## config.mk

```make
export PLATFORM = sky130hd
export DESIGN_NAME = round_robin_task_scheduler
export DESIGN_NICKNAME = d
export VERILOG_FILES = /design/src/sv/rrts_pkg.sv /design/src/sv/rrts_fifo.sv /design/src/sv/rrts_core.sv /design/src/sv/round_robin_task_scheduler.sv
export SDC_FILE = /design/constraint.sdc
export NUM_CORES = 2
export LEC_CHECK = 0
export ABC_CLOCK_PERIOD_IN_PS = 9500
export BUFFER_PORTS_ARGS = -buffer_cell sky130_fd_sc_hd__buf_2
export CAP_MARGIN = 30
export CORE_MARGIN = 2
export CORE_UTILIZATION = 33
export CTS_BUF_LIST = sky130_fd_sc_hd__clkbuf_8
export CTS_CLUSTER_DIAMETER = 80
export DETAILED_ROUTE_END_ITERATION = 16
export PLACE_DENSITY = 0.52
export SYNTH_ARGS = -nofsm -noshare
export SYNTH_HDL_FRONTEND = slang
export SYNTH_HIERARCHICAL = 1
export SYNTH_SLANG_ARGS = --single-unit
```

## constraint.sdc

```tcl
create_clock -name clk -period 9.5 [get_ports clk]
set_input_delay 2.375 -clock clk [delete_from_list [all_inputs] [get_ports clk]]
set_output_delay 2.375 -clock clk [all_outputs]
set_load 0.02 [all_outputs]
```

## src/sv/rrts_pkg.sv

```systemverilog
// rrts_pkg: shared types and constants of the round-robin task scheduler.
// Item and result beats, queue entry records and the FIFO control group.
// No dependencies.
`default_nettype none

package rrts_pkg;

	localparam int TIME_W              = 24;
	localparam int ID_W                = 8;
	localparam int BURST_W             = 16;
	localparam int QUANTUM_W           = 8;
	localparam int QUEUE_DEPTH_DEFAULT = 16;

	localparam logic [QUANTUM_W-1:0] QUANTUM_RESET = 8'd4;

	// action codes
	localparam logic ACT_ARRIVE = 1'b0;
	localparam logic ACT_TICK   = 1'b1;

	typedef struct packed {
		logic               action;
		logic [ID_W-1:0]    task_id;
		logic [BURST_W-1:0] burst;
	} item_t;

	typedef struct packed {
		logic               rejected;
		logic               running_valid;
		logic [ID_W-1:0]    running_id;
		logic               switched;
		logic               finished;
		logic [ID_W-1:0]    finished_id;
		logic [TIME_W-1:0]  turnaround;
		logic [TIME_W-1:0]  waiting;
	} result_t;

	// new-task queue entry: remaining work equals burst until first run
	typedef struct packed {
		logic [ID_W-1:0]    id;
		logic [BURST_W-1:0] burst;
		logic [TIME_W-1:0]  arrival;
	} new_entry_t;

	typedef struct packed {
		logic [ID_W-1:0]    id;
		logic [BURST_W-1:0] burst;
		logic [BURST_W-1:0] left;
		logic [TIME_W-1:0]  arrival;
	} task_t;

	localparam int NEW_ENTRY_W = $bits(new_entry_t);
	localparam int TASK_W      = $bits(task_t);

	typedef struct packed {
		logic push;
		logic pop;
	} fifo_ctrl_t;

	typedef struct packed {
		logic empty;
		logic full;
	} fifo_stat_t;

endpackage

`default_nettype wire

```

## src/sv/rrts_fifo.sv

```systemverilog
// rrts_fifo: circular FIFO in a memory with a registered show-ahead head read.
// Depends on rrts_pkg (control and status structs).
`default_nettype none

module rrts_fifo #(
	parameter int DEPTH = rrts_pkg::QUEUE_DEPTH_DEFAULT,
	parameter int WIDTH = rrts_pkg::TASK_W
) (
	input  wire                     clk,
	input  wire                     arst_n,
	input  rrts_pkg::fifo_ctrl_t    ctrl,
	input  wire  [WIDTH-1:0]        push_data,
	output logic [WIDTH-1:0]        head_data,
	output rrts_pkg::fifo_stat_t    stat
);
	import rrts_pkg::*;

	localparam int AW = $clog2(DEPTH);
	localparam int CW = $clog2(DEPTH + 1);

	logic [WIDTH-1:0] mem [DEPTH];
	logic [AW-1:0]    head_q;
	logic [AW-1:0]    tail_q;
	logic [CW-1:0]    count_q;
	logic [AW-1:0]    head_nxt;
	logic [WIDTH-1:0] rd_q;

	function automatic logic [AW-1:0] wrap_inc(input logic [AW-1:0] p);
		wrap_inc = (p == AW'(DEPTH - 1)) ? '0 : p + AW'(1);
	endfunction

	assign head_nxt = ctrl.pop ? wrap_inc(head_q) : head_q;

	always_ff @(posedge clk or negedge arst_n) begin
		if (!arst_n) begin
			head_q  <= '0;
			tail_q  <= '0;
			count_q <= '0;
		end else begin
			head_q <= head_nxt;
			if (ctrl.push) begin
				tail_q <= wrap_inc(tail_q);
			end
			case ({ctrl.push, ctrl.pop})
				2'b10:   count_q <= count_q + CW'(1);
				2'b01:   count_q <= count_q - CW'(1);
				default: count_q <= count_q;
			endcase
		end
	end

	// head read follows the next head pointer; a write landing there is bypassed
	always_ff @(posedge clk) begin
		if (ctrl.push) begin
			mem[tail_q] <= push_data;
		end
		if (ctrl.push && (tail_q == head_nxt)) begin
			rd_q <= push_data;
		end else begin
			rd_q <= mem[head_nxt];
		end
	end

	assign head_data  = rd_q;
	assign stat.empty = (count_q == '0);
	assign stat.full  = (count_q == CW'(DEPTH));

endmodule

`default_nettype wire

```

## src/sv/rrts_core.sv

```systemverilog
// rrts_core: dispatch, run and retire logic with time, current task and slice state.
// Depends on rrts_pkg; drives both queue FIFOs through fifo_ctrl_t.
`default_nettype none

module rrts_core (
	input  wire                                 clk,
	input  wire                                 arst_n,
	input  wire                                 item_valid,
	input  rrts_pkg::item_t                     item,
	input  wire  [rrts_pkg::QUANTUM_W-1:0]      quantum,
	input  rrts_pkg::fifo_stat_t                new_stat,
	input  rrts_pkg::new_entry_t                new_head,
	output rrts_pkg::fifo_ctrl_t                new_ctrl,
	output rrts_pkg::new_entry_t                new_push,
	input  rrts_pkg::fifo_stat_t                pre_stat,
	input  rrts_pkg::task_t                     pre_head,
	output rrts_pkg::fifo_ctrl_t                pre_ctrl,
	output rrts_pkg::task_t                     pre_push,
	output rrts_pkg::result_t                   result
);
	import rrts_pkg::*;

	logic [TIME_W-1:0]    time_q;
	task_t                cur_q;
	logic                 cur_valid_q;
	logic [QUANTUM_W-1:0] slice_q;

	logic                 is_arrive, is_tick;
	logic                 dispatch, from_new, run;
	task_t                task_sel;
	logic [QUANTUM_W-1:0] slice_load, slice_sel, slice_dec;
	logic [BURST_W-1:0]   left_dec;
	logic [TIME_W-1:0]    time_nxt, ta, wt;
	logic                 fin, expire, pre_room, push_pre;

	always_comb begin
		is_arrive = item_valid && (item.action == ACT_ARRIVE);
		is_tick   = item_valid && (item.action == ACT_TICK);

		slice_load = (quantum == '0) ? QUANTUM_W'(1) : quantum;

		dispatch = is_tick && !cur_valid_q && (!new_stat.empty || !pre_stat.empty);
		from_new = !new_stat.empty;

		if (!dispatch) begin
			task_sel = cur_q;
		end else if (from_new) begin
			task_sel = '{id: new_head.id, burst: new_head.burst,
				left: new_head.burst, arrival: new_head.arrival};
		end else begin
			task_sel = pre_head;
		end

		run       = is_tick && (cur_valid_q || dispatch);
		slice_sel = dispatch ? slice_load : slice_q;
		time_nxt  = time_q + TIME_W'(1);

		left_dec  = (task_sel.left != '0) ? task_sel.left - BURST_W'(1) : '0;
		slice_dec = (slice_sel != '0) ? slice_sel - QUANTUM_W'(1) : '0;

		fin    = run && (left_dec == '0);
		expire = run && !fin && (slice_dec == '0);
		ta     = time_nxt - task_sel.arrival;
		wt     = ta - TIME_W'(task_sel.burst);

		// a pop from the preempted queue in the same tick frees a slot
		pre_room = !pre_stat.full || (dispatch && !from_new);
		push_pre = expire && pre_room;

		new_ctrl.push = is_arrive && !new_stat.full;
		new_ctrl.pop  = dispatch && from_new;
		new_push      = '{id: item.task_id, burst: item.burst, arrival: time_q};

		pre_ctrl.push = push_pre;
		pre_ctrl.pop  = dispatch && !from_new;
		pre_push      = '{id: task_sel.id, burst: task_sel.burst,
			left: left_dec, arrival: task_sel.arrival};

		result               = '0;
		result.rejected      = is_arrive && new_stat.full;
		result.running_valid = run;
		result.switched      = dispatch;
		result.finished      = fin;
		if (run) begin
			result.running_id = task_sel.id;
		end
		if (fin) begin
			result.finished_id = task_sel.id;
			result.turnaround  = ta;
			result.waiting     = wt;
		end
	end

	always_ff @(posedge clk or negedge arst_n) begin
		if (!arst_n) begin
			time_q      <= '0;
			cur_q       <= '0;
			cur_valid_q <= 1'b0;
			slice_q     <= '0;
		end else if (is_tick) begin
			time_q <= time_nxt;
			if (run) begin
				cur_q       <= pre_push;
				cur_valid_q <= !fin && !push_pre;
				if (fin) begin
					slice_q <= '0;
				end else if (expire && !push_pre) begin
					slice_q <= slice_load;
				end else begin
					slice_q <= slice_dec;
				end
			end
		end
	end

endmodule

`default_nettype wire

```

## src/sv/round_robin_task_scheduler.sv

```systemverilog
// round_robin_task_scheduler: top level of the round-robin time-slice scheduler.
// Depends on rrts_pkg, rrts_fifo (new and preempted queues) and rrts_core.
//
// Usage notes
//  - Item channel: an item beat (item.action, item.task_id, item.burst) is taken
//    at each rising edge with start high and busy low. busy is always low, so
//    a beat may be offered every cycle: one item per cycle sustained.
//  - action arrive queues a task in the new-task FIFO stamped with the current
//    time; a full FIFO drops it and the result says rejected.
//  - action tick advances time one unit, dispatching first if nothing is
//    current (never-run tasks before preempted ones), then runs the task.
//  - Every item gives exactly one result beat. The item sits in the input
//    register, where the dispatch/run logic and the FIFO head reads resolve;
//    the result register then drives result with result_valid high for one
//    cycle.
//  - The receiver cannot stall: each result beat is shown for one cycle only.
//  - Config channel: cfg_data is the quantum, written when cfg_valid and
//    cfg_ready are high; cfg_ready is always high. A quantum of 0 acts as 1.
//    Write it only while no item is in flight.
//  - Reset (arst_n low) empties both FIFOs, clears time, the current task and
//    slice, and sets quantum to 4. No clearing pass: usable at once.
`default_nettype none

module round_robin_task_scheduler #(
	parameter int QUEUE_DEPTH = rrts_pkg::QUEUE_DEPTH_DEFAULT
) (
	input  wire                             clk,
	input  wire                             arst_n,
	input  wire                             start,
	output logic                            busy,
	input  rrts_pkg::item_t                 item,
	output logic                            result_valid,
	output rrts_pkg::result_t               result,
	input  wire                             cfg_valid,
	output logic                            cfg_ready,
	input  wire  [rrts_pkg::QUANTUM_W-1:0]  cfg_data
);
	import rrts_pkg::*;

	logic                 valid_s1;
	item_t                item_s1;
	logic                 valid_s2;
	result_t              result_s2;
	logic [QUANTUM_W-1:0] quantum_q;

	fifo_ctrl_t new_ctrl, pre_ctrl;
	fifo_stat_t new_stat, pre_stat;
	new_entry_t new_head, new_push;
	task_t      pre_head, pre_push;
	result_t    result_comb;

	assign busy      = 1'b0;
	assign cfg_ready = 1'b1;

	// quantum register
	always_ff @(posedge clk or negedge arst_n) begin
		if (!arst_n) begin
			quantum_q <= QUANTUM_RESET;
		end else if (cfg_valid && cfg_ready) begin
			quantum_q <= cfg_data;
		end
	end

	// input register
	always_ff @(posedge clk or negedge arst_n) begin
		if (!arst_n) begin
			valid_s1 <= 1'b0;
		end else begin
			valid_s1 <= start && !busy;
		end
	end

	always_ff @(posedge clk) begin
		if (start && !busy) begin
			item_s1 <= item;
		end
	end

	rrts_fifo #(
		.DEPTH (QUEUE_DEPTH),
		.WIDTH (NEW_ENTRY_W)
	) u_new_fifo (
		.clk       (clk),
		.arst_n    (arst_n),
		.ctrl      (new_ctrl),
		.push_data (new_push),
		.head_data (new_head),
		.stat      (new_stat)
	);

	rrts_fifo #(
		.DEPTH (QUEUE_DEPTH),
		.WIDTH (TASK_W)
	) u_pre_fifo (
		.clk       (clk),
		.arst_n    (arst_n),
		.ctrl      (pre_ctrl),
		.push_data (pre_push),
		.head_data (pre_head),
		.stat      (pre_stat)
	);

	rrts_core u_core (
		.clk        (clk),
		.arst_n     (arst_n),
		.item_valid (valid_s1),
		.item       (item_s1),
		.quantum    (quantum_q),
		.new_stat   (new_stat),
		.new_head   (new_head),
		.new_ctrl   (new_ctrl),
		.new_push   (new_push),
		.pre_stat   (pre_stat),
		.pre_head   (pre_head),
		.pre_ctrl   (pre_ctrl),
		.pre_push   (pre_push),
		.result     (result_comb)
	);

	// result register: one beat per item, shown for a single cycle
	always_ff @(posedge clk or negedge arst_n) begin
		if (!arst_n) begin
			valid_s2 <= 1'b0;
		end else begin
			valid_s2 <= valid_s1;
		end
	end

	always_ff @(posedge clk) begin
		if (valid_s1) begin
			result_s2 <= result_comb;
		end
	end

	assign result_valid = valid_s2;
	assign result       = result_s2;

	// a rejected arrival never reports a running or finishing task
	a_reject_alone: assert property (@(posedge clk) disable iff (!arst_n)
		result_valid && result.rejected |-> !result.running_valid && !result.finished)
		else $error("rejected arrival reported task activity");

	// completion only of the task that ran in that tick
	a_finish_runs: assert property (@(posedge clk) disable iff (!arst_n)
		result_valid && result.finished |->
			result.running_valid && (result.finished_id == result.running_id))
		else $error("finished task differs from running task");

	// a dispatch always leads to a task running
	a_switch_runs: assert property (@(posedge clk) disable iff (!arst_n)
		result_valid && result.switched |-> result.running_valid)
		else $error("dispatch without a running task");

endmodule

`default_nettype wire

```

==> impl_metrics.csv <==
group,metric,value,unit
run_status,status,"finished, final reports clean",
clock_network,path_clk_slew,0.06,ns
synthesis,synth_nets,4373,
synthesis,ys_ff_latch,2026,
global_route,overflow,0,
synthesis,yosysTopAreaCell,"edfxtp_1",
pwr,ir_drop,0.2302,mV
pwr,power_frac_clock,26.8,%
critical_path,critical_path_class,"reg -> reg",
synthesis,ys.flop_type,"edfxtp_1",
timing,slew_viol_final,0,
finish,nets,4749,
clock_network,cts_setup_buffers,0,
finish,layout.cells.non_filler,8144,
synthesis,synth_edf_count,1885,
placed_design,portBuffers,105,
finish,final_cell_mix,"1,885 x edfxtp_1, 448 x mux4_2, 371 x clkbuf_8",
route,drc,0,
global_route,grt_pass1_vias,43480,
critical_path,worstPathArrival,8.38,ns
min_path,hold_class,"reg -> reg",
timing,finalSetupViolations,0,
min_path,min-delay-start,"u_core/cur_q[21]$_DFFE_PN0P_",
placed_design,place_inst,7500,
route,drt_iter0_markers,4231,
pwr,p_leak,0.03114,µW
clock_network,clockBufferDepth,4,
global_route,grtUsageTotal,17.16,%
timing,period_needed,7.460,ns
clock_network,cts_tree,"built",
finish,drive_gt1_share,25.02,%
critical_path,worstPathMaxFanout,37,
synthesis,synth.distinct_cells,94,
route,first_pass_iters,6,
critical_path,critPathLaunchType,"register",
route,vias_per_cell,5.263,
clock_network,cts_buffers,358,
floorplan,core,245500,µm²
timing,fin_crit_sh,78.53,%
placed_design,hpwl,123900,µm
route,wl,217300,µm
synthesis,yosys_warnings,6,
synthesis,synth_top_area_share,69.55,%
timing,worst_pin_slew,1.119,ns
clock_network,cts_hold_buf,0,
floorplan,initial_core_util,33.16,%
global_route,antenna_found_initial,12,
global_route,grt_first_pass_wirelength,311300,µm
pwr,intPower,18080,µW
route,ant_nets,0,
finish,fillers,22470,
job,max-cap-violations,0,
floorplan,ios,108,
critical_path,slowest_delay,0.86,ns
finish,layout_commonest_cell,"edfxtp_1",
pwr,combPwrFrac,31.5,%
clock_network,insertion_delay,1.10,ns
global_route,grt_max_degree,118,
route,via_count,42860,
floorplan,die_w,500.6,µm
route,avgRoutedWirePerCell,26.68,µm
pwr,p_per_area,295.5,nW/µm²
pwr,seqPwrFrac,41.8,%
synthesis,synth_area_leaders,"edfxtp_1 70%, mux4_2 12%, dfrtp_1 4.1%",
synthesis,yosysSeqAreaShare,73.84,%
timing,rsz0062_at_grt,"no",
synthesis,syn_area,81390,µm²
critical_path,cp-end-kind,"register",
clock_network,htreeDepth,5,
floorplan,die_area,250600,µm²
clock_network,cts_resized,0,
pwr,p_switching,9370,µW
floorplan,fp-row-count,182,
pwr,swShare,34.13,%
synthesis,synthCells,4270,
synthesis,avgSynthCellArea,19.06,µm²
timing,relSlewSlack,24.84,%
timing,fin_setup_tns,0,ns
clock_network,root_buffer,"clkbuf_8",
timing,hold_viol,0,
critical_path,required,10.42,ns
finish,syn2layout_area_growth,14.16,%
critical_path,worstPathCellList,"buf_4 -> mux4_2 -> a22oi_1 -> nand2_1 -> mux2i_1 -> o21ai_1 -> o32ai_2 -> o211ai_1 -> xnor2_1 -> and2_1 -> a41o_1 -> and2b_4 -> nor3_1 -> inv_1 -> ha_1 -> xor2_1 -> ha_1 -> or4b_2 -> o32ai_1 -> a211oi_1 -> xnor2_1",
floorplan,die_h,500.6,µm
critical_path,slowest_stage,"dfxtp_4",
placed_design,routabilityCongestion,0.8351,
clock_network,clock_sink_count,2026,
timing,worst_clock_skew,0.1165,ns
timing,fmax,0.1340,GHz
synthesis,async_flop_share,6.565,%
worst paths after layout:
kind / cells past startpoint / slack (ns) / end
max: 21 / 2.04 / u_pre_fifo/count_q[4]$_DFFE_PN0P_
min: 2 / 0.47 / u_core/cur_q[21]$_DFFE_PN0P_
max reg2reg: 21 / 2.04 / u_pre_fifo/count_q[4]$_DFFE_PN0P_
min reg2reg: 2 / 0.47 / u_core/cur_q[21]$_DFFE_PN0P_
max in group asynchronous: 3 / 7.06 / u_core/cur_q[12]$_DFFE_PN0P_
min in group asynchronous: 1 / 1.32 / quantum_q[7]$_DFFE_PN0P_
power by group through the flow:
stage	Combinational [µW]	Sequential [µW]	Clock, µW
5_1_grt	9330	11500	7960
3_3_place_gp	8480	11700	0
2_1_floorplan	5790	11400	0
3_5_place_dp	8600	11700	0
4_1_cts	8620	11500	7560
6_report	8640	11500	7350
cell type report:
class	instances	area, µm²	share of cell area [%]
multi-input cells	1914	19970	21.50
repair buffers	260	2072	2.230
flip-flops and latches	2026	60110	64.70
clock inverters	253	1272	1.370
clock buffers	370	5092	5.481
well taps	3220	4029	4.336
diodes	15	37.54	0.04040
inverters	86	322.8	0.3474
synth_stat cells (18+ instances only):
master	count
mux4_2	448
ha_1	64
inv_1	85
o31ai_1	19
xnor2_1	57
nor2b_1	35
clkbuf_1	102
and3_1	18
xor2_1	46
mux2i_1	59
a21oi_1	72
a22oi_1	228
buf_2	30
o21ai_0	126
nand2b_1	19
dfrtp_1	132
nand3_1	27
edfxtp_1	1885
buf_4	56
nor2_1	156
nor3_1	46
nand2_1	245
buf_1	35
logic make-up (layout without fill, tap and decap cells):
logic type               Yosys count  after routing  synth area share (%)
adder cells (fa/ha/maj)           66             66                 1.033
AO/OA/AOI/OAI                    569            569                 4.766
buffers and inverters            330            969                 2.043
multiplexers                     525            525                 13.41
AND/OR/NAND/NOR                  649            649                 3.797
XOR/XNOR                         103            103                 1.108
flip-flops                      2026           2026                 73.84
other                              2             17              0.009227
critical path: cells and delay by family, from the launching register on:
kind	cells	cell delay, ns
buffers and inverters	2	0.79
AND/OR/NAND/NOR	5	2.13
flip-flops	1	0.86
adder cells (fa/ha/maj)	2	0.60
AO/OA/AOI/OAI	7	1.42
multiplexers	2	0.90
XOR/XNOR	3	0.57
state kept, by name, indices dropped and copies added (netlist names), 8 cells and up, named ones only:
signal	count
item_s1	25
u_core/time_q	24
u_core/cur_q	64
u_new_fifo/mem	768
quantum_q	8
result	68
u_pre_fifo/mem	1024
u_core/slice_q	8
per-stage QoR:
step | hold WS, ns | utilization (%) | cell area [µm²] | total power, µW | setup slack, ns
2_1_floorplan | 0.4387 | - | 81400 | 17160 | 0.8506
3_3_place_gp | 0.4504 | 35.12 | 86200 | 20130 | 2.137
3_5_place_dp | 0.4593 | 35.21 | 86440 | 20260 | 2.024
4_1_cts | 0.4731 | 37.81 | 92810 | 27670 | 2.015
5_1_grt | 0.4923 | 37.84 | 92890 | 28820 | 1.503
6_report | 0.4700 | 37.85 | 92910 | 27450 | 2.040
routing by layer:
| metal | routed length, µm | vias to the layer above | GRT usage [%] | part of all wire, % |
|---|---|---|---|---|
| met3 | 14830 | 368 | 3.463 | 6.8 |
| met4 | 5334 | 0 | 4.953 | 2.5 |
| met1 | 95580 | 22920 | 24.27 | 44 |
| met2 | 101500 | 1445 | 26.80 | 47 |
| li1 | - | 18130 | - | - |
| met5 | 0 | - | 0 | 0 |
Power figures use the tool's default switching activity.
